<file path="src/rtl/bsp_pkg.sv">
// Shared types and constants for the Bezier surface point evaluator.
package bsp_pkg;

  localparam int MAX_ROWS = 8;
  localparam int MAX_COLS = 8;
  localparam int WORK_D   = (MAX_ROWS > MAX_COLS) ? MAX_ROWS : MAX_COLS;
  localparam int ROW_W    = $clog2(MAX_ROWS);
  localparam int COL_W    = $clog2(MAX_COLS);
  localparam int CNT_W    = $clog2(WORK_D + 1);
  localparam int ST_AW    = $clog2(MAX_ROWS * MAX_COLS);
  localparam int WK_AW    = $clog2(2 * WORK_D);
  localparam int SBASE    = WORK_D;

  localparam logic [16:0] ONE_Q16 = 17'd65536;

  localparam logic       REQ_WRITE = 1'b0;
  localparam logic       REQ_EVAL  = 1'b1;
  localparam logic       CFG_ROWS  = 1'b0;
  localparam logic       CFG_COLS  = 1'b1;

  typedef struct packed {
    logic signed [31:0] x;
    logic signed [31:0] y;
    logic signed [31:0] z;
  } point_t;

  typedef struct packed {
    logic             we;
    logic [ST_AW-1:0] addr;
    point_t           data;
  } st_wr_t;

  typedef struct packed {
    logic             we;
    logic [WK_AW-1:0] addr;
    point_t           data;
  } wk_wr_t;

endpackage

</file>
<file path="src/rtl/bsp_lerp.sv">
// Three-coordinate linear step a + round(t*(b-a)), ties rounded upward.
module bsp_lerp (
  input  bsp_pkg::point_t a,
  input  bsp_pkg::point_t b,
  input  logic [16:0]     t,
  output bsp_pkg::point_t y
);
  function automatic logic signed [31:0] lerp1(input logic signed [31:0] pa,
                                               input logic signed [31:0] pb,
                                               input logic [16:0] pt);
    logic signed [32:0] diff;
    logic signed [17:0] ts;
    logic signed [50:0] prod;
    logic signed [50:0] q;
    diff = 33'(pb) - 33'(pa);
    ts   = {1'b0, pt};
    prod = 51'(diff) * 51'(ts);
    q    = prod + 51'sd32768;
    return pa + q[47:16];
  endfunction

  assign y.x = lerp1(a.x, b.x, t);
  assign y.y = lerp1(a.y, b.y, t);
  assign y.z = lerp1(a.z, b.z, t);
endmodule

</file>
<file path="config.mk">
export PLATFORM = sky130hd
export DESIGN_NAME = bsp_lerp
export DESIGN_NICKNAME = d
export VERILOG_FILES = /design/src/rtl/bsp_pkg.sv /design/src/rtl/bsp_lerp.sv
export SDC_FILE = /design/constraint.sdc
export NUM_CORES = 2
export LEC_CHECK = 0
export BUFFER_PORTS_ARGS = -buffer_cell sky130_fd_sc_hd__buf_2
export CORE_MARGIN = 4
export CORE_UTILIZATION = 49
export DETAILED_ROUTE_END_ITERATION = 8
export PLACE_DENSITY = 0.7
export SLEW_MARGIN = 0
export SYNTH_ARGS = -nofsm -noshare
export SYNTH_HDL_FRONTEND = slang
export SYNTH_SLANG_ARGS = --single-unit
</file>
<file path="constraint.sdc">
create_clock -name vclk -period 40
set_input_delay 4 -clock vclk [all_inputs]
set_output_delay 4 -clock vclk [all_outputs]
set_load 0.05 [all_outputs]
</file>
# [Word-level counts from Yosys, hierarchy flattened]
# Index checks and enable logic that the tools add are counted.
[classes] addsub=9 mul=3
[ops] op="adder 48 x 17 -> 48 bit, second input constant" n=3
[ops] op="multiplier 33 x 18 -> 48 bit" n=3
[ops] op="subtractor 32 x 32 -> 33 bit" n=3
[ops] op="adder 32 bit" n=3
[totals] register_bits=0 input_bits=209 out_inout_bits=96

# [Depth between registers and ports, before layout]
[logic_depth] word_depth=4 ltp_mapped=50 mapped_depth_nobuf=49

# [Worst setup path before layout]
# Ideal clock, no wire load.
[synth_timing] path_type="input to output" from="in a[66] (netlist name)" to="out y[95] (netlist name)" path_stages=48 slack_ns=21.654 t_arrival_ns=14.346 required_time_ns=36.000 n_path_buf=1 cell_sequence="inv_1 ha_1 nor2b_1 o2111ai_1 a31o_2 o211ai_1 a21oi_2 nor2b_1 o21a_1 o21a_1 o21a_1 o41ai_1 xnor2_1 clkbuf_1 and2_1 fa_1 inv_1 fa_1 [12 not listed] a21boi_0 o21ai_0 nand2b_1 a21o_1 a21oi_1 xnor2_1 ha_1 nor2b_1 or2_2 a21o_1 a21o_1 a21oi_1 a21boi_0 o21ai_0 nor3b_1 o31ai_1 o41a_1 xnor3_1"
[synth_rtl] element="from (decl)" line="bsp_lerp.sv:3" source="input bsp_pkg::point_t a,"
[synth_rtl] element="to (decl)" line="bsp_lerp.sv:6" source="output bsp_pkg::point_t y"

==> flow_summary.toml <==
[timing]
setup_viol = 0
max_freq_ghz = 0.0500
fin_setup_tns_ps = 0
tightestPinTransition_ps = 1170
layout_worst_path_cycle_share = 0.500
slew_viol_final = 0
period_minus_slack_ps = 20010
rsz0062_at_grt = "no"
postLayoutSetupSlackWorst_ps = 19990
relSlewSlack = 0.217
final_hold_viol_count = 0

[finish]
layout.cells.most_common_list = "1,855 x inv_1, 1,551 x fa_1, 927 x and2_1"
final-instance-count-excl-fill = 9316
area_growth_syn_to_layout_pct = 5.77
layout-drive-gt1-share = 0.0673
design.seq.count = 0
clockBufferCount = 0
final_net_count = 9951
final.fill_count = 12100
mostFrequentLayoutCell = "inv_1"
sequential_cell_area_um2 = 0
layout.core_utilization = 0.524

[clock_tree]
postCtsHoldBufs = 0
cts_repair_resize_count = 0
post_cts.repair.setup_buffers = 0

[critical_path]
crit_path_start = "a[65]"
cp.arrival_ps = 16010
critical_path_sink_type = "output pin"
required_ps = 36000
timing.critical_path.slowest_cell_delay_ps = 880
crit_type = "primary input to output pin"
critical_path_peak_fanout = 17
endpoint = "y[95]"
worst_setup_path_start_kind = "primary input"
crit_slowest_cell = "nor3_2"

[placed_design]
finalWeightedCongestion = 0.866
buffer_ports.inserted = 305
hpwl_um = 133000
post-place-cells = 9314
placement.setup.worst_slack_ps = 19980

[route]
via_count = 48900
detail-route-antenna-nets = 0
wl_um = 164000
firstDrtPassIters = 7
drc = 0
wl_per_cell_um = 17.6
detail_route.iter0.violations = 2327
via_per_inst = 5.24

[global_routing]
grt_start_max_net_pins = 100
grt.total_usage = 0.239
grtUsageMet1 = 0.307
grt.met2_usage = 0.433
gr-max-usage-layer = "met2"
globalRouteMet3Util = 0.0275
grt_pass1_vias = 54400
grt_pass1_wl_um = 275000
overflow = 0
initial_antenna_violation_count = 4

[yosys]
syn-instance-count = 7446
net_count_of_the_mapped_netlist = 9836
synth_area_mm2 = 0.0654
netlist-cell-type-count = 83
yosysSeqAreaShare = 0
yosysWarnings = 0
synth_area_per_cell_um2 = 8.78

[floorplan]
die_area_mm2 = 0.139
core_area_mm2 = 0.132
die_width_um = 373
initial_core_util = 0.495
placementRows = 133
die_height_um = 373
ioPinCount = 305

[worst_hold_path]
worst_hold_path_type = "primary input to output pin"
min_delay_path_depth = 3

[job]
maxCapViolations = 0

[outcome]
status = "completed"
worst min path at each step:
stage	endpoint	from	slack (ps)
after floorplan	y[0]	a[0]	8380
after global placement	y[0]	a[0]	8470
after detailed placement	y[0]	a[0]	8490
after CTS	y[0]	a[0]	8490
after global routing	y[0]	a[0]	8510
final	y[0]	a[0]	8480
kinds of logic (layout without fill, tap and decap cells):
logic type               after synthesis  after routing  share of synthesized area
AND/OR/NAND/NOR                     2190           2190                      0.176
adder cells (fa/ha/maj)             2181           2181                      0.596
buffers and inverters               2145           2258                      0.123
AO/OA/AOI/OAI                        646            646                     0.0666
XOR/XNOR                             283            283                     0.0387
multiplexers                           1              1                   0.000172
other                                  0              2                          0
cells in the mapped netlist, drive strengths merged (11+ instances only):
master,number,area [µm²]
fa,1551,31000
a21oi,193,981
nand3,43,215
o21a,67,503
clkbuf,282,1060
inv,1856,6970
nor2,165,619
o211ai,12,90.1
a21boi,15,113
o21ai,105,541
nand4,19,119
nor2b,102,638
nor3b,25,193
or3b,11,96.3
a31oi,15,100
nand2b,58,363
o21bai,22,165
a21o,101,758
nand2,719,2700
and3,25,156
and2,927,5800
or2,11,68.8
or3,18,114
a211oi,24,195
xnor2,214,1880
ha,630,7880
xor2,66,578
o31ai,11,101
nor3,46,235
critical path, delay by kind of cell:
family / cells / cell delay, ps
AO/OA/AOI/OAI: 24 / 4780
XOR/XNOR: 2 / 500
adder cells (fa/ha/maj): 9 / 3990
buffers and inverters: 7 / 650
AND/OR/NAND/NOR: 7 / 2050
metrics by stage:
step / hold WS (ps) / cell area, µm²
2_1_floorplan: 8380 / 65400
6_report: 8480 / 69100
3_3_place_gp: 8470 / 69100
5_1_grt: 8510 / 69100
3_5_place_dp: 8490 / 69100
4_1_cts: 8490 / 69100
routing by layer:
metal / routed length (µm) / up-vias
li1: - / 22200
met1: 66900 / 25000
met2: 83400 / 1382
met3: 9010 / 286
met4: 4320 / 2
met5: 13 / -
final cells by class:
cell class                 instances  area (µm²)  share of cell area
antenna                            2        5.00           0.0000724
multi-input combinational       5301       57700               0.834
tap                             1755        2200              0.0318
timing repair buffer             402        2280              0.0330
inverter                        1856        6970               0.101
